`config.mk`:
```
export PLATFORM = sky130hd
export DESIGN_NAME = tpkt_cotp_stream_deframer_flat
export DESIGN_NICKNAME = d
export VERILOG_FILES = /design/src/design/tcd_pkg.sv /design/src/design/tcd_in_if.sv /design/src/design/tcd_out_if.sv /design/src/design/tpkt_cotp_stream_deframer.sv /design/src/design/tcd_in_reg.sv /design/src/design/tcd_parser.sv /design/src/design/tcd_out_reg.sv /design/src/flat_wrapper.sv
export VERILOG_INCLUDE_DIRS = /design/src /design/src/design
export SDC_FILE = /design/constraint.sdc
export NUM_CORES = 1
export LEC_CHECK = 0
export ABC_AREA = 1
export BUFFER_PORTS_ARGS = -buffer_cell sky130_fd_sc_hd__clkbuf_2
export CORE_UTILIZATION = 30
export CTS_BUF_LIST = sky130_fd_sc_hd__clkbuf_8
export DETAILED_ROUTE_END_ITERATION = 6
export GPL_ROUTABILITY_DRIVEN = 1
export GPL_TIMING_DRIVEN = 0
export PLACE_DENSITY = 0.52
export SLEW_MARGIN = 30
export SYNTH_ARGS = -nofsm -noshare
export SYNTH_HDL_FRONTEND = slang
export SYNTH_SLANG_ARGS = --single-unit
```
`constraint.sdc`:
```
create_clock -name clk -period 7.4 [get_ports clk]
set_clock_uncertainty 0.1 [all_clocks]
set_input_delay 0.74 -clock clk [delete_from_list [all_inputs] [get_ports clk]]
set_output_delay 0.74 -clock clk [all_outputs]
set_load 0.1 [all_outputs]
```
`src/design/assert_macros.svh`:
```
// ----------------------------------------------------------------------------
// assert_macros.svh
// Shared concurrent assertion macros, clocked on clk, disabled in reset
// ----------------------------------------------------------------------------
`ifndef ASSERT_MACROS_SVH
`define ASSERT_MACROS_SVH

// property that holds on every clock edge
`define ASSERT_ALWAYS(label, prop, msg) \
  label: assert property (@(posedge clk) disable iff (!rst_n) (prop)) \
    else $error(msg);

// antecedent implies consequent in the same cycle
`define ASSERT_SAME(label, ante, cons, msg) \
  label: assert property (@(posedge clk) disable iff (!rst_n) (ante) |-> (cons)) \
    else $error(msg);

// antecedent implies consequent in the next cycle
`define ASSERT_NEXT(label, ante, cons, msg) \
  label: assert property (@(posedge clk) disable iff (!rst_n) (ante) |=> (cons)) \
    else $error(msg);

`endif

```
`src/design/tcd_pkg.sv`:
```
`timescale 1ns / 1ps
// ----------------------------------------------------------------------------
// tcd_pkg
// Types, codes and helpers of the ISO-on-TCP receive deframer
// ----------------------------------------------------------------------------
package tcd_pkg;

  // parameter walk limit per connect confirm
  localparam logic [3:0] MAX_PARAMS = 4'd8;

  // configuration register indexes
  localparam logic [1:0] CFG_MAX_FRAME   = 2'd0;
  localparam logic [1:0] CFG_MAX_MESSAGE = 2'd1;
  localparam logic [1:0] CFG_SIZE_CODE   = 2'd2;

  // result kinds
  localparam logic [1:0] KIND_PAYLOAD   = 2'd0;
  localparam logic [1:0] KIND_CONNECT   = 2'd1;
  localparam logic [1:0] KIND_MALFORMED = 2'd2;
  localparam logic [1:0] KIND_EMPTY_END = 2'd3;

  // fault causes
  localparam logic [2:0] CAUSE_NONE      = 3'd0;
  localparam logic [2:0] CAUSE_VERSION   = 3'd1;
  localparam logic [2:0] CAUSE_LENGTH    = 3'd2;
  localparam logic [2:0] CAUSE_INDICATOR = 3'd3;
  localparam logic [2:0] CAUSE_HEADER    = 3'd4;
  localparam logic [2:0] CAUSE_PARAM     = 3'd5;
  localparam logic [2:0] CAUSE_OVERFLOW  = 3'd6;

  // protocol byte values
  localparam logic [7:0] TPKT_VERSION = 8'h03;
  localparam logic [7:0] TPDU_CC      = 8'hD0;
  localparam logic [7:0] TPDU_DT      = 8'hF0;
  localparam logic [7:0] PARAM_SIZE   = 8'hC0;

  // size code bounds
  localparam logic [3:0] SIZE_CODE_MIN   = 4'd7;
  localparam logic [3:0] SIZE_CODE_MAX   = 4'd13;
  localparam logic [3:0] SIZE_CODE_RESET = 4'd10;

  typedef enum logic [3:0] {
    PH_HEAD,
    PH_LI,
    PH_CODE,
    PH_DT_FLAG,
    PH_DT_BODY,
    PH_CC_BODY,
    PH_CC_LEN,
    PH_SKIP,
    PH_FAULT
  } phase_t;

  typedef struct packed {
    logic [7:0] rx_byte;
    logic       restart;
  } in_item_t;

  typedef struct packed {
    logic [1:0]  kind;
    logic [7:0]  data_byte;
    logic        message_end;
    logic [2:0]  error_cause;
    logic [13:0] tpdu_size_bytes;
    logic [31:0] frames_received;
    logic [31:0] malformed_count;
  } result_t;

  // clamp a size code into 7..13
  function automatic logic [3:0] clamp_code(input logic [7:0] c);
    logic [3:0] r;
    if (c < {4'd0, SIZE_CODE_MIN}) begin
      r = SIZE_CODE_MIN;
    end else if (c > {4'd0, SIZE_CODE_MAX}) begin
      r = SIZE_CODE_MAX;
    end else begin
      r = c[3:0];
    end
    return r;
  endfunction

endpackage

```
`src/design/tcd_in_if.sv`:
```
`timescale 1ns / 1ps
// ----------------------------------------------------------------------------
// tcd_in_if
// Receive byte stream channel: valid/ready with byte and restart flag
// ----------------------------------------------------------------------------
interface tcd_in_if;
  logic       valid;
  logic       ready;
  logic [7:0] rx_byte;
  logic       restart;

  modport source (output valid, output rx_byte, output restart, input ready);
  modport sink   (input valid, input rx_byte, input restart, output ready);
endinterface

```
`src/design/tcd_out_if.sv`:
```
`timescale 1ns / 1ps
// ----------------------------------------------------------------------------
// tcd_out_if
// Deframer result channel: valid/ready with event fields and counters
// ----------------------------------------------------------------------------
interface tcd_out_if;
  logic        valid;
  logic        ready;
  logic [1:0]  kind;
  logic [7:0]  data_byte;
  logic        message_end;
  logic [2:0]  error_cause;
  logic [13:0] tpdu_size_bytes;
  logic [31:0] frames_received;
  logic [31:0] malformed_count;

  modport source (output valid, output kind, output data_byte, output message_end,
                  output error_cause, output tpdu_size_bytes, output frames_received,
                  output malformed_count, input ready);
  modport sink   (input valid, input kind, input data_byte, input message_end,
                  input error_cause, input tpdu_size_bytes, input frames_received,
                  input malformed_count, output ready);
endinterface

```
`src/design/tpkt_cotp_stream_deframer.sv`:
```
`timescale 1ns / 1ps
// ----------------------------------------------------------------------------
// tpkt_cotp_stream_deframer
// ISO-on-TCP receive deframer: TPKT framing, COTP connect confirm and data
// ----------------------------------------------------------------------------
// The block takes one stream byte per clock while results drain, and gives at
// most one result per byte. A byte passes an input register, the parser stage
// and a result register. The sustained rate is one byte every cycle, set by
// the parser stage, which updates all frame state for each byte. Backpressure
// on the result channel stalls input only while both registers are full. There
// is no memory and no clearing pass after reset. Configuration writes belong
// to idle periods.
module tpkt_cotp_stream_deframer
  import tcd_pkg::*;
(
  input  logic        clk,
  input  logic        rst_n,
  input  logic        cfg_we,
  input  logic [1:0]  cfg_index,
  input  logic [15:0] cfg_wdata,
  tcd_in_if.sink      in_ch,
  tcd_out_if.source   out_ch
);

  logic     q_valid;
  in_item_t q_item;
  logic     out_free;
  logic     adv;
  logic     res_valid;
  result_t  res;

  // parser advances when a byte is held and the result register has room
  assign adv = q_valid && out_free;

  // input stage
  tcd_in_reg u_in_reg (
    .clk     (clk),
    .rst_n   (rst_n),
    .in_ch   (in_ch),
    .pop     (adv),
    .q_valid (q_valid),
    .q_item  (q_item)
  );

  // parser stage
  tcd_parser u_parser (
    .clk       (clk),
    .rst_n     (rst_n),
    .cfg_we    (cfg_we),
    .cfg_index (cfg_index),
    .cfg_wdata (cfg_wdata),
    .adv       (adv),
    .item      (q_item),
    .res_valid (res_valid),
    .res       (res)
  );

  // result stage
  tcd_out_reg u_out_reg (
    .clk       (clk),
    .rst_n     (rst_n),
    .load      (adv),
    .res_valid (res_valid),
    .res       (res),
    .free      (out_free),
    .out_ch    (out_ch)
  );

endmodule

```
`src/design/tcd_in_reg.sv`:
```
`timescale 1ns / 1ps
// ----------------------------------------------------------------------------
// tcd_in_reg
// Input register stage: holds one received transaction for the parser
// ----------------------------------------------------------------------------
module tcd_in_reg
  import tcd_pkg::*;
(
  input  logic     clk,
  input  logic     rst_n,
  tcd_in_if.sink   in_ch,
  input  logic     pop,
  output logic     q_valid,
  output in_item_t q_item
);

  logic     q_valid_r, q_valid_nxt;
  in_item_t q_item_r;
  logic     take;

  // room when empty or when the held transaction leaves this cycle
  assign in_ch.ready = !q_valid_r || pop;
  assign take        = in_ch.valid && in_ch.ready;

  always_comb begin
    if (take) begin
      q_valid_nxt = 1'b1;
    end else begin
      q_valid_nxt = q_valid_r && !pop;
    end
  end

  always_ff @(posedge clk) begin
    if (!rst_n) begin
      q_valid_r <= 1'b0;
    end else begin
      q_valid_r <= q_valid_nxt;
    end
  end

  // payload capture
  always_ff @(posedge clk) begin
    if (take) begin
      q_item_r <= '{rx_byte: in_ch.rx_byte, restart: in_ch.restart};
    end
  end

  assign q_valid = q_valid_r;
  assign q_item  = q_item_r;

endmodule

```
`src/design/tcd_parser.sv`:
```
`timescale 1ns / 1ps
`include "assert_macros.svh"
// ----------------------------------------------------------------------------
// tcd_parser
// Per-byte frame parser: header checks, TPDU dispatch, parameter walk,
// message assembly, fault latch, counters and configuration registers
// ----------------------------------------------------------------------------
module tcd_parser
  import tcd_pkg::*;
(
  input  logic        clk,
  input  logic        rst_n,
  input  logic        cfg_we,
  input  logic [1:0]  cfg_index,
  input  logic [15:0] cfg_wdata,
  input  logic        adv,
  input  in_item_t    item,
  output logic        res_valid,
  output result_t     res
);

  phase_t      phase_r, phase_nxt;
  logic [15:0] byte_position_r, byte_position_nxt;
  logic [15:0] frame_length_r, frame_length_nxt;
  logic [8:0]  tpdu_end_r, tpdu_end_nxt;
  logic [15:0] param_next_r, param_next_nxt;
  logic [7:0]  param_code_r, param_code_nxt;
  logic [7:0]  param_length_r, param_length_nxt;
  logic [3:0]  param_count_r, param_count_nxt;
  logic        end_flag_r, end_flag_nxt;
  logic [15:0] assembled_count_r, assembled_count_nxt;
  logic [3:0]  size_code_r, size_code_nxt;
  logic        error_latched_r, error_latched_nxt;
  logic [31:0] received_counter_r, received_counter_nxt;
  logic [31:0] malformed_counter_r, malformed_counter_nxt;
  logic [15:0] max_frame_bytes_r, max_frame_bytes_nxt;
  logic [15:0] max_message_bytes_r, max_message_bytes_nxt;

  logic [7:0]  b;
  logic [15:0] o;
  logic        last;
  logic        fail;
  logic [2:0]  fail_cause;
  logic        emit;
  logic [1:0]  e_kind;
  logic [7:0]  e_data;
  logic        e_mend;
  logic        eflag;
  logic        closing;
  logic [15:0] user_len;
  logic [16:0] msg_total;
  logic [16:0] param_stop;

  assign b         = item.rx_byte;
  assign o         = byte_position_r - 16'd4;
  assign last      = ({1'b0, byte_position_r} + 17'd1) == {1'b0, frame_length_r};
  assign user_len  = frame_length_r - 16'd4 - {7'd0, tpdu_end_r};
  assign msg_total = {1'b0, assembled_count_r} + {1'b0, user_len};
  assign param_stop = {1'b0, param_next_r} + 17'd2 + {9'd0, b};

  // next state and result
  always_comb begin
    phase_nxt             = phase_r;
    byte_position_nxt     = byte_position_r;
    frame_length_nxt      = frame_length_r;
    tpdu_end_nxt          = tpdu_end_r;
    param_next_nxt        = param_next_r;
    param_code_nxt        = param_code_r;
    param_length_nxt      = param_length_r;
    param_count_nxt       = param_count_r;
    end_flag_nxt          = end_flag_r;
    assembled_count_nxt   = assembled_count_r;
    size_code_nxt         = size_code_r;
    error_latched_nxt     = error_latched_r;
    received_counter_nxt  = received_counter_r;
    malformed_counter_nxt = malformed_counter_r;
    max_frame_bytes_nxt   = max_frame_bytes_r;
    max_message_bytes_nxt = max_message_bytes_r;
    fail       = 1'b0;
    fail_cause = CAUSE_NONE;
    emit       = 1'b0;
    e_kind     = KIND_PAYLOAD;
    e_data     = 8'd0;
    e_mend     = 1'b0;
    eflag      = end_flag_r;
    closing    = 1'b0;

    if (cfg_we) begin
      // register writes
      unique case (cfg_index)
        CFG_MAX_FRAME:   max_frame_bytes_nxt = cfg_wdata;
        CFG_MAX_MESSAGE: max_message_bytes_nxt = cfg_wdata;
        CFG_SIZE_CODE:   size_code_nxt = clamp_code({4'd0, cfg_wdata[3:0]});
        default: ;
      endcase
    end else if (adv) begin
      if (item.restart) begin
        // abandon frame and message
        phase_nxt           = PH_HEAD;
        byte_position_nxt   = 16'd0;
        error_latched_nxt   = 1'b0;
        assembled_count_nxt = 16'd0;
        end_flag_nxt        = 1'b0;
      end else if (error_latched_r || phase_r == PH_FAULT) begin
        // latched fault: swallow bytes
      end else if (phase_r == PH_HEAD) begin
        // four-byte packet header
        if (byte_position_r[1:0] == 2'd0 && b != TPKT_VERSION) begin
          fail = 1'b1;
          fail_cause = CAUSE_VERSION;
        end else if (byte_position_r[1:0] == 2'd1 && b != 8'd0) begin
          fail = 1'b1;
          fail_cause = CAUSE_VERSION;
        end else begin
          if (byte_position_r[1:0] == 2'd2) begin
            frame_length_nxt = {b, 8'h00};
          end
          if (byte_position_r[1:0] == 2'd3) begin
            frame_length_nxt = {frame_length_r[15:8], b};
            if ({frame_length_r[15:8], b} < 16'd7 ||
                {frame_length_r[15:8], b} > max_frame_bytes_r) begin
              fail = 1'b1;
              fail_cause = CAUSE_LENGTH;
            end else begin
              phase_nxt = PH_LI;
            end
          end
          if (!fail) begin
            byte_position_nxt = byte_position_r + 16'd1;
          end
        end
      end else begin
        unique case (phase_r)
          PH_LI: begin
            if (b < 8'd2 || ({8'd0, b} + 16'd1) > (frame_length_r - 16'd4)) begin
              fail = 1'b1;
              fail_cause = CAUSE_INDICATOR;
            end else begin
              tpdu_end_nxt         = {1'b0, b} + 9'd1;
              received_counter_nxt = received_counter_r + 32'd1;
              phase_nxt            = PH_CODE;
            end
          end
          PH_CODE: begin
            if (b == TPDU_CC) begin
              if (tpdu_end_r < 9'd7) begin
                fail = 1'b1;
                fail_cause = CAUSE_HEADER;
              end else begin
                param_next_nxt   = 16'd7;
                param_code_nxt   = 8'd0;
                param_length_nxt = 8'd0;
                param_count_nxt  = 4'd0;
                phase_nxt        = PH_CC_BODY;
              end
            end else if (b == TPDU_DT) begin
              if (msg_total > {1'b0, max_message_bytes_r}) begin
                fail = 1'b1;
                fail_cause = CAUSE_OVERFLOW;
              end else begin
                phase_nxt = PH_DT_FLAG;
              end
            end else begin
              phase_nxt = PH_SKIP;
            end
          end
          PH_DT_FLAG, PH_DT_BODY: begin
            if (phase_r == PH_DT_FLAG) begin
              eflag = b[7];
            end
            end_flag_nxt = eflag;
            phase_nxt    = PH_DT_BODY;
            closing      = last && eflag;
            if (o >= {7'd0, tpdu_end_r}) begin
              assembled_count_nxt = closing ? 16'd0 : assembled_count_r + 16'd1;
              emit   = 1'b1;
              e_kind = KIND_PAYLOAD;
              e_data = b;
              e_mend = closing;
            end else if (closing) begin
              assembled_count_nxt = 16'd0;
              emit   = 1'b1;
              e_kind = KIND_EMPTY_END;
              e_mend = 1'b1;
            end
          end
          PH_CC_BODY: begin
            // size value lands on the byte after its length
            if (param_code_r == PARAM_SIZE && param_length_r == 8'd1 &&
                ({1'b0, o} + 17'd1) == {1'b0, param_next_r}) begin
              size_code_nxt = clamp_code(b);
            end
            if (o == param_next_r && param_count_r < MAX_PARAMS &&
                ({1'b0, param_next_r} + 17'd2) <= {8'd0, tpdu_end_r}) begin
              param_code_nxt = b;
              phase_nxt      = PH_CC_LEN;
            end
            if (last) begin
              emit   = 1'b1;
              e_kind = KIND_CONNECT;
            end
          end
          PH_CC_LEN: begin
            if (param_stop > {8'd0, tpdu_end_r}) begin
              fail = 1'b1;
              fail_cause = CAUSE_PARAM;
            end else begin
              param_length_nxt = b;
              param_next_nxt   = param_stop[15:0];
              param_count_nxt  = param_count_r + 4'd1;
              phase_nxt        = PH_CC_BODY;
              if (last) begin
                emit   = 1'b1;
                e_kind = KIND_CONNECT;
              end
            end
          end
          default: ;
        endcase
        // frame position
        if (!fail) begin
          if (last) begin
            phase_nxt         = PH_HEAD;
            byte_position_nxt = 16'd0;
          end else begin
            byte_position_nxt = byte_position_r + 16'd1;
          end
        end
      end

      // fault latch
      if (fail) begin
        malformed_counter_nxt = malformed_counter_r + 32'd1;
        error_latched_nxt     = 1'b1;
        phase_nxt             = PH_FAULT;
        emit   = 1'b1;
        e_kind = KIND_MALFORMED;
        e_data = 8'd0;
        e_mend = 1'b0;
      end
    end

    res_valid           = adv && emit;
    res.kind            = e_kind;
    res.data_byte       = e_data;
    res.message_end     = e_mend;
    res.error_cause     = fail_cause;
    res.tpdu_size_bytes = 14'd1 << size_code_nxt;
    res.frames_received = received_counter_nxt;
    res.malformed_count = malformed_counter_nxt;
  end

  // state registers
  always_ff @(posedge clk) begin
    if (!rst_n) begin
      phase_r             <= PH_HEAD;
      byte_position_r     <= 16'd0;
      frame_length_r      <= 16'd0;
      tpdu_end_r          <= 9'd0;
      param_next_r        <= 16'd0;
      param_code_r        <= 8'd0;
      param_length_r      <= 8'd0;
      param_count_r       <= 4'd0;
      end_flag_r          <= 1'b0;
      assembled_count_r   <= 16'd0;
      size_code_r         <= SIZE_CODE_RESET;
      error_latched_r     <= 1'b0;
      received_counter_r  <= 32'd0;
      malformed_counter_r <= 32'd0;
      max_frame_bytes_r   <= 16'hFFFF;
      max_message_bytes_r <= 16'hFFFF;
    end else begin
      phase_r             <= phase_nxt;
      byte_position_r     <= byte_position_nxt;
      frame_length_r      <= frame_length_nxt;
      tpdu_end_r          <= tpdu_end_nxt;
      param_next_r        <= param_next_nxt;
      param_code_r        <= param_code_nxt;
      param_length_r      <= param_length_nxt;
      param_count_r       <= param_count_nxt;
      end_flag_r          <= end_flag_nxt;
      assembled_count_r   <= assembled_count_nxt;
      size_code_r         <= size_code_nxt;
      error_latched_r     <= error_latched_nxt;
      received_counter_r  <= received_counter_nxt;
      malformed_counter_r <= malformed_counter_nxt;
      max_frame_bytes_r   <= max_frame_bytes_nxt;
      max_message_bytes_r <= max_message_bytes_nxt;
    end
  end

  // checks
  `ASSERT_SAME(a_latch_phase, error_latched_r, phase_r == PH_FAULT, "error latched outside fault phase")
  `ASSERT_SAME(a_head_pos, phase_r == PH_HEAD, byte_position_r < 16'd4, "header phase past byte four")
  `ASSERT_ALWAYS(a_size_range, size_code_r >= SIZE_CODE_MIN && size_code_r <= SIZE_CODE_MAX, "size code out of range")
  `ASSERT_NEXT(a_mal_count, res_valid && res.kind == KIND_MALFORMED, malformed_counter_r == $past(malformed_counter_r) + 32'd1, "malformed result without count step")

endmodule

```
`src/design/tcd_out_reg.sv`:
```
`timescale 1ns / 1ps
// ----------------------------------------------------------------------------
// tcd_out_reg
// Result register: holds one result transaction until the sink takes it
// ----------------------------------------------------------------------------
module tcd_out_reg
  import tcd_pkg::*;
(
  input  logic      clk,
  input  logic      rst_n,
  input  logic      load,
  input  logic      res_valid,
  input  result_t   res,
  output logic      free,
  tcd_out_if.source out_ch
);

  logic    valid_r, valid_nxt;
  result_t res_r;

  // register can take a new result when empty or being drained
  assign free = !valid_r || out_ch.ready;

  always_comb begin
    if (load) begin
      valid_nxt = res_valid;
    end else begin
      valid_nxt = valid_r && !out_ch.ready;
    end
  end

  always_ff @(posedge clk) begin
    if (!rst_n) begin
      valid_r <= 1'b0;
    end else begin
      valid_r <= valid_nxt;
    end
  end

  // payload capture
  always_ff @(posedge clk) begin
    if (load && res_valid) begin
      res_r <= res;
    end
  end

  assign out_ch.valid           = valid_r;
  assign out_ch.kind            = res_r.kind;
  assign out_ch.data_byte       = res_r.data_byte;
  assign out_ch.message_end     = res_r.message_end;
  assign out_ch.error_cause     = res_r.error_cause;
  assign out_ch.tpdu_size_bytes = res_r.tpdu_size_bytes;
  assign out_ch.frames_received = res_r.frames_received;
  assign out_ch.malformed_count = res_r.malformed_count;

endmodule

```
`src/flat_wrapper.sv`:
```
// flat-port wrapper written by rule: the top's interface ports become plain ports
module tpkt_cotp_stream_deframer_flat import tcd_pkg::*;
  (clk, rst_n, cfg_we, cfg_index, cfg_wdata, in_ch_valid, in_ch_rx_byte, in_ch_restart, in_ch_ready, out_ch_valid, out_ch_kind, out_ch_data_byte, out_ch_message_end, out_ch_error_cause, out_ch_tpdu_size_bytes, out_ch_frames_received, out_ch_malformed_count, out_ch_ready);
  tcd_in_if in_ch_i ();
  tcd_out_if out_ch_i ();
  input  logic clk;
  input  logic rst_n;
  input  logic cfg_we;
  input  logic [1:0] cfg_index;
  input  logic [15:0] cfg_wdata;
  input wire logic [$bits(in_ch_i.valid)-1:0] in_ch_valid;
  input wire logic [$bits(in_ch_i.rx_byte)-1:0] in_ch_rx_byte;
  input wire logic [$bits(in_ch_i.restart)-1:0] in_ch_restart;
  output wire logic [$bits(in_ch_i.ready)-1:0] in_ch_ready;
  output wire logic [$bits(out_ch_i.valid)-1:0] out_ch_valid;
  output wire logic [$bits(out_ch_i.kind)-1:0] out_ch_kind;
  output wire logic [$bits(out_ch_i.data_byte)-1:0] out_ch_data_byte;
  output wire logic [$bits(out_ch_i.message_end)-1:0] out_ch_message_end;
  output wire logic [$bits(out_ch_i.error_cause)-1:0] out_ch_error_cause;
  output wire logic [$bits(out_ch_i.tpdu_size_bytes)-1:0] out_ch_tpdu_size_bytes;
  output wire logic [$bits(out_ch_i.frames_received)-1:0] out_ch_frames_received;
  output wire logic [$bits(out_ch_i.malformed_count)-1:0] out_ch_malformed_count;
  input wire logic [$bits(out_ch_i.ready)-1:0] out_ch_ready;
  assign in_ch_i.valid = in_ch_valid;
  assign in_ch_i.rx_byte = in_ch_rx_byte;
  assign in_ch_i.restart = in_ch_restart;
  assign in_ch_ready = in_ch_i.ready;
  assign out_ch_valid = out_ch_i.valid;
  assign out_ch_kind = out_ch_i.kind;
  assign out_ch_data_byte = out_ch_i.data_byte;
  assign out_ch_message_end = out_ch_i.message_end;
  assign out_ch_error_cause = out_ch_i.error_cause;
  assign out_ch_tpdu_size_bytes = out_ch_i.tpdu_size_bytes;
  assign out_ch_frames_received = out_ch_i.frames_received;
  assign out_ch_malformed_count = out_ch_i.malformed_count;
  assign out_ch_i.ready = out_ch_ready;
  tpkt_cotp_stream_deframer u_core (.clk(clk), .rst_n(rst_n), .cfg_we(cfg_we), .cfg_index(cfg_index), .cfg_wdata(cfg_wdata), .in_ch(in_ch_i), .out_ch(out_ch_i));
endmodule
```
# --- After elaboration in Yosys (flattened, before gate mapping) ---
# Cells that the tools add are included.
word_totals:
  in_bits: 32
  out_inout_bits: 94
  wordCells: 302
  ff_bits: 302
op_classes:
  bitwise_logic: 11
  mux: 147
  n_lt_le_gt_ge: 14
  n_reduce_logical: 50
  n_shift: 1
  n_eq_ne: 35
  add_sub_neg: 15
op_table:
  columns: ["op", "n"]
  rows:
  - ["$mux W32", 10]
  - ["$mux W16", 18]
  - ["$mux W4", 32]
  - ["$add A32 B1 Y32 const B", 2]
  - ["$mux W1", 54]
  - ["$mux W8", 6]
  - ["$add A16 B1 Y17 const B", 2]
  - ["$eq A17 B16 Y1", 2]
  - ["$add A16 B1 Y16 const B", 2]
  - ["$pmux W16 S2", 1]
  - ["$pmux W8 S2", 2]
  - ["$sub A16 B3 Y16 const B", 2]
  - ["$reduce_and A9 Y1", 3]
  - ["$eq A8 B8 Y1 const B", 3]
  - ["$mux W2", 12]
  - ["$reduce_and A7 Y1", 3]
  - ["$pmux W4 S5", 1]
  - ["$add A8 B1 Y9 const B", 2]
  - ["$mux W3", 6]
  - ["$add A16 B16 Y17", 1]
  - ["$add A16 B2 Y17 const B", 1]
  - ["$add A17 B8 Y17", 1]
  - ["$gt A17 B16 Y1", 1]
  - ["$gt A17 B9 Y1", 1]
  - ["53 further kinds", 105]

# --- Logic depth before layout (Yosys ltp) ---
logic_depth:
  ltp_word: 23
  mapped_depth: 41
  depth_no_buf: 40

# --- Hierarchy ---
# Synthesis repeated with hierarchy kept, for this count alone.
hier_totals:
  hier_cells: 2613
  area_unflattened_um2: 19107.1
by_module_without_submodules:
  columns: ["mod", "seq_area_each_um2", "cells_per_inst", "instances", "area_per_inst_um2"]
  rows:
  - ["tcd_parser", 3983.8, 2494, 1, 15954.1]
  - ["tcd_out_reg", 2782.7, 101, 1, 2824.0]
  - ["tcd_in_reg", 290.3, 16, 1, 321.6]
  - ["tpkt_cotp_stream_deframer", 0.0, 2, 1, 7.5]

# --- Worst setup path after synthesis ---
# Ideal clock, no wire load.
synth_path:
  kind: "reg-to-reg"
  from: "register u_core.u_parser.tpdu_end_r[0]"
  to: "register u_core.u_out_reg.res_r, in the netlist u_core.u_out_reg.out_ch.data_byte[0], enable pin"
  period_less_slack_ns: 6.932
  path_slack_ns: 0.468
  required_time_ns: 6.854
  t_arrival_ns: 6.386
  path_buffers: 1
  path_stages_with_launch: 37
  cell_sequence: "dfxtp_1 > ha_1 > inv_1 > fa_1 > a21o_1 > a21oi_1 > o21ai_0 > xor2_1 > ha_1 > nand2_1 > inv_1 > nand4_1 > o211ai_1 > nand2_1 > nand2_1 > a21oi_1 > o21ai_0 > nand3_1 > nand2_1 > nand2_1 > a21oi_1 > nor2_1 > xnor2_1 > ha_1 > nand3_1 > nor2_1 > nand4_1 > nand3_1 > nand3_1 > nand2_1 > inv_1 > nand4_4 > buf_6 > nand2_4 > nand2_1 > nand2_1 > inv_1"
synth_between:
  elab_chain_len: 22
  elab_cells_between_ends: 33
synth_rtl:
  columns: ["element", "line", "text"]
  rows:
  - ["start, declared", "tcd_parser.sv:25", "logic [8:0] tpdu_end_r, tpdu_end_nxt;"]
  - ["start signal, assigned", "tcd_parser.sv:276", "tpdu_end_r <= tpdu_end_nxt;"]
  - ["$sub A16 B9 Y16", "tcd_parser.sv:57", "assign user_len = frame_length_r - 16'd4 - {7'd0, tpdu_end_r};"]
  - ["$add A16 B16 Y17", "tcd_parser.sv:58", "assign msg_total = {1'b0, assembled_count_r} + {1'b0, user_len};"]
  - ["$gt A17 B16 Y1", "tcd_parser.sv:157", "if (msg_total > {1'b0, max_message_bytes_r}) begin"]
  - ["$mux W1", "tcd_parser.sv:157", null]
  - ["$mux W1", "tcd_parser.sv:156", "end else if (b == TPDU_DT) begin"]
  - ["$mux W1", "tcd_parser.sv:145", "if (b == TPDU_CC) begin"]
  - ["$pmux W1 S3", "tcd_parser.sv:133", "unique case (phase_r)"]
  - ["$mux W1", "tcd_parser.sv:106", "end else if (phase_r == PH_HEAD) begin"]
  - ["(+6 left out)", null, null]
  - ["$mux W1", "tcd_parser.sv:97", "if (item.restart) begin"]
  - ["$mux W1", "tcd_parser.sv:96", "end else if (adv) begin"]
  - ["$mux W1", "tcd_parser.sv:88", "if (cfg_we) begin"]
  - ["$mux W1 *", "tcd_parser.sv:232", "if (fail) begin"]
  - ["$mux W1 *", "tcd_parser.sv:96", null]
  - ["$mux W1 *", "tcd_parser.sv:88", null]
  - ["$logic_and A1 B1 Y1 *", "tcd_parser.sv:243", "res_valid = adv && emit;"]
  - ["$logic_and A1 B1 Y1 *", "tcd_out_reg.sv:42", "if (load && res_valid) begin"]
  - ["end signal, assigned", "tcd_out_reg.sv:43", "res_r <= res;"]
  - ["end, declared", "tcd_out_reg.sv:19", "result_t res_r;"]
# Mark *: on every way between the ends. The rest lies on a longest branch, timed or not. The select of a mux whose other input is x is not followed.
# A chain may end at the register's enable or synchronous reset.

# --- Worst setup path after layout ---
layout_path:
  from: "register u_core.u_parser.tpdu_end_r[0]"
  to: "register u_core.u_out_reg.res_r, in the netlist u_core.u_out_reg.out_ch.frames_received[10], enable pin"
# The elaborated chain is that of the path after synthesis.

==> flow_metrics.py <==
metrics = {
    "routing": {
        "antenna_left": 0,
        "first_iter_violations": 969,
        "drcViolationCount": 1,
        "drt-wirelength-per-cell_um": 16.96,
        "finalWirelength_um": 62520,
        "drt_first_pass_iters": 7,
        "num_vias": 17510,
        "viasPerCell": 4.749,
    },
    "global_route": {
        "grt_pass1_vias": 16620,
        "grt_pass1_wl_um": 95470,
        "antenna_found_initial": 0,
        "grtUsageTotal": 0.1926,
        "grt_max_degree": 68,
        "grt_use_met2": 0.3199,
        "met1_usage": 0.2496,
        "busiest_layer": "met2",
        "grt_overflow": 0,
        "met3_usage": 0.03123,
    },
    "die": {
        "die_area_sq_um": 64680,
        "start_util": 0.3034,
        "io_pins": 126,
        "row_count": 92,
        "fp.coreArea_sq_um": 62970,
        "die_width_um": 254.3,
        "die_h_um": 254.3,
    },
    "pwr": {
        "pwr-share-comb": 0.198,
        "pwr-share-seq": 0.406,
        "irDropWorstVdd_uv": 106.7,
        "p_sw_frac": 0.3247,
        "p_switching_uw": 1432,
        "p_total_uw": 4411,
        "cellLeakagePower_uw": 0.009720,
        "power_density_nw_per_um2": 200.3,
        "clock_power_share": 0.396,
        "internal_power_uw": 2979,
    },
    "logic_synthesis": {
        "netlist.area_leader.share": 0.2107,
        "ys_seq_elements": 302,
        "postSynthCellCount": 2617,
        "synth_enable_flop_cells": 101,
        "synth_cell_types": 58,
        "syn-cell-area_sq_um": 19100,
        "synth_ff_type": "dfxtp_1",
        "synth_commonest_cells": "nand2_1, inv_1, nor2_1",
        "synthArstFlopShare": 0,
        "synth_nets": 2772,
        "ys_seq_area_frac": 0.3694,
        "synth.avg_cell_area_sq_um": 7.299,
        "ys_top_cells_by_area": "dfxtp_1, edfxtp_1, nand2_1, ha_1, inv_1",
        "yosysMostFrequentCell": "nand2_1",
        "yosys_warnings": 0,
        "yosysTopAreaCell": "dfxtp_1",
    },
    "clock_tree": {
        "clock-sinks": 302,
        "clk_pin_slew_ns": 0.07,
        "cts_root_buffer": "clkbuf_8",
        "cts_tree": "done",
        "clock_latency_ns": 0.66,
        "ctsHoldBuffers": 0,
        "ctsHtreeMaxLevel": 2,
        "cts_resized": 0,
        "numCtsBuffers": 52,
        "cts_setup_buffers": 0,
        "cts.path.max_buffers": 3,
    },
    "sta": {
        "fmax_ghz": 0.1474,
        "slew_headroom": 0.3158,
        "slew_violations": 0,
        "finalSetupViolCount": 0,
        "fin_hold_ws_ns": 0.1516,
        "hold_viol_final": 0,
        "rsz0062_at_grt": "no",
        "worstMarginPinSlew_ns": 1.026,
        "fin_crit_sh": 0.9171,
        "period_minus_slack_ns": 6.786,
    },
    "critical_path": {
        "path_max_fanout": 67,
        "startpoint_type": "flop",
        "timing.rr.end": "u_core.u_out_reg.out_ch.frames_received[10]",
        "critical_path.slowest_cell": "dfxtp_1",
        "reg2reg_setup_slack_ns": 0.61,
        "cp-end-kind": "flop",
        "crit_path_start": "u_core.u_parser.tpdu_end_r[0]",
        "critPathMaxStageDelay_ns": 0.49,
        "crit_arrival_ns": 6.97,
        "crit_top_cell": "nand2_1",
        "worstSetupEndpoint": "u_core.u_out_reg.out_ch.frames_received[10]",
        "r2r-start": "u_core.u_parser.tpdu_end_r[0]",
        "worstPathRequired_ns": 7.58,
        "path_class": "flop to flop",
        "r2r_cells": 37,
    },
    "finish": {
        "drive_above_1_share": 0.1127,
        "final_nets": 2952,
        "syn_to_final_growth_pct": 15.28,
        "fillers": 6843,
        "antennaDiodeCount": 0,
        "final_util": 0.3497,
    },
    "status": {
        "failed_checks": "DRC",
        "run_status": "complete, but fails checks",
    },
    "place": {
        "portBuffers": 125,
        "gp_congestion": 0.9156,
        "hpwlAfterDp_um": 49440,
    },
    "flow_run": {
        "drv_cap": 0,
    },
    "worst_hold_path": {
        "min_path_type": "input port to flop",
    },
}
==> critical path: cells and delay by family (launching register included) <==
kind / cells / cell delay, ns
compound gates: 7 / 1.20
xor+xnor: 2 / 0.34
fa+ha+maj: 4 / 1.34
buf+inv: 6 / 0.96
flops: 1 / 0.49
simple gates: 18 / 1.92
==> metal layers <==
layer / vias to the layer above / wire (um)
met4: 0 / 2350
met1: 8024 / 28600
met3: 114 / 2987
met5: - / 0
met2: 387 / 28590
li1: 8981 / -
==> stage by stage <==
| stage | cell area, sq um | cells | setup slack, ns | TNS [ns] |
|---|---|---|---|---|
| after floorplan | 19100 | 2617 | 0.4679 | 0 |
| after global placement | 20780 | 3588 | -1.496 | -135.54 |
| after detailed placement | 20830 | 3589 | 0.6302 | 0 |
| after CTS | 22010 | 3686 | 0.6051 | 0 |
| after global routing | 22020 | 3686 | 0.1106 | 0 |
| final | 22020 | 3686 | 0.6138 | 0 |
==> layout make-up <==
type	count	area [sq um]	area share
Buffer	60	287.8	0.01307
Clock buffer	63	867.1	0.03938
Clock inverter	34	309.0	0.01404
Inverter	372	1401	0.06364
Multi-Input combinational cell	1883	10390	0.4716
Sequential cell	302	7057	0.3205
Tap cell	846	1059	0.04807
Timing Repair Buffer	126	653.1	0.02966
==> worst min path at each step <==
stage	start	end	slack (ns)	cells after the start
6_report	in_ch_rx_byte[7]	u_core.u_in_reg.q_item[8]	0.15	1
5_1_grt	in_ch_rx_byte[2]	u_core.u_in_reg.q_item[3]	0.12	1
4_1_cts	in_ch_rx_byte[7]	u_core.u_in_reg.q_item[8]	0.10	1
3_5_place_dp	u_core.u_parser.param_code_r[5]	u_core.u_parser.param_code_r[5]	0.36	2
3_3_place_gp	u_core.u_parser.param_code_r[3]	u_core.u_parser.param_code_r[3]	0.35	2
2_1_floorplan	u_core.u_parser.param_length_r[1]	u_core.u_parser.param_length_r[1]	0.34	2
==> registers in the layout (all words and copies together), names as in the netlist, 8 cells and up <==
register,cells
u_core.u_out_reg.out_ch.frames_received,32
u_core.u_parser.tpdu_end_r,9
u_core.u_parser.max_frame_bytes_r,16
u_core.u_parser.received_counter_r,32
u_core.u_in_reg.q_item,9
u_core.u_parser.malformed_counter_r,32
u_core.u_out_reg.out_ch.data_byte,8
u_core.u_out_reg.out_ch.malformed_count,32
u_core.u_parser.frame_length_r,16
u_core.u_parser.max_message_bytes_r,16
u_core.u_parser.assembled_count_r,16
u_core.u_parser.param_next_r,16
u_core.u_out_reg.out_ch.tpdu_size_bytes,14
u_core.u_parser.param_length_r,8
u_core.u_parser.byte_position_r,16
u_core.u_parser.param_code_r,8
==> cells by family (layout without fill, tap and decap cells) <==
group | count (synthesis) | in the layout | share of synthesized area
simple gates | 1310 | 1310 | 0.3061
buf+inv | 432 | 655 | 0.08817
compound gates | 335 | 335 | 0.1007
flops | 302 | 302 | 0.3694
fa+ha+maj | 123 | 123 | 0.08175
xor+xnor | 115 | 115 | 0.05385
==> power by group through the flow <==
stage / clock [uW] / sequential [uW] / combinational (uW)
CTS: 1790 / 1790 / 872
global route: 1860 / 1790 / 963
global placement: 0 / 1830 / 864
floorplan: 0 / 1940 / 530
detailed placement: 0 / 1830 / 868
finish: 1750 / 1790 / 875
==> cells in the final DEF, fill, tap and decap left out, types with 6 or more instances in the layout <==
| master | synthesis | final |
|---|---|---|
| nand4_1 | 84 | 84 |
| edfxtp_1 | 101 | 101 |
| nor4_1 | 14 | 13 |
| nand3_2 | 9 | 9 |
| a31oi_1 | 6 | 6 |
| inv_1 | 355 | 364 |
| nand3b_1 | 20 | 20 |
| clkbuf_8 | 0 | 63 |
| a211oi_1 | 23 | 23 |
| a21oi_1 | 160 | 160 |
| clkbuf_1 | 35 | 35 |
| nand3_1 | 155 | 155 |
| ha_1 | 120 | 120 |
| inv_2 | 14 | 14 |
| nand2_2 | 18 | 18 |
| nor3_1 | 68 | 66 |
| nor2_2 | 12 | 12 |
| buf_2 | 15 | 15 |
| o21bai_1 | 8 | 8 |
| nand2_1 | 587 | 587 |
| clkinv_1 | 3 | 9 |
| nor2_4 | 8 | 8 |
| o21ai_0 | 80 | 80 |
| xnor2_1 | 24 | 24 |
| o211ai_1 | 36 | 36 |
| clkbuf_2 | 2 | 127 |
| dfxtp_1 | 201 | 201 |
| xor2_1 | 89 | 89 |
| or2_2 | 9 | 9 |
| nor2_1 | 304 | 304 |
| clkinv_2 | 0 | 9 |
| bufinv_16 | 0 | 6 |
Power figures use the tool's default switching activity.
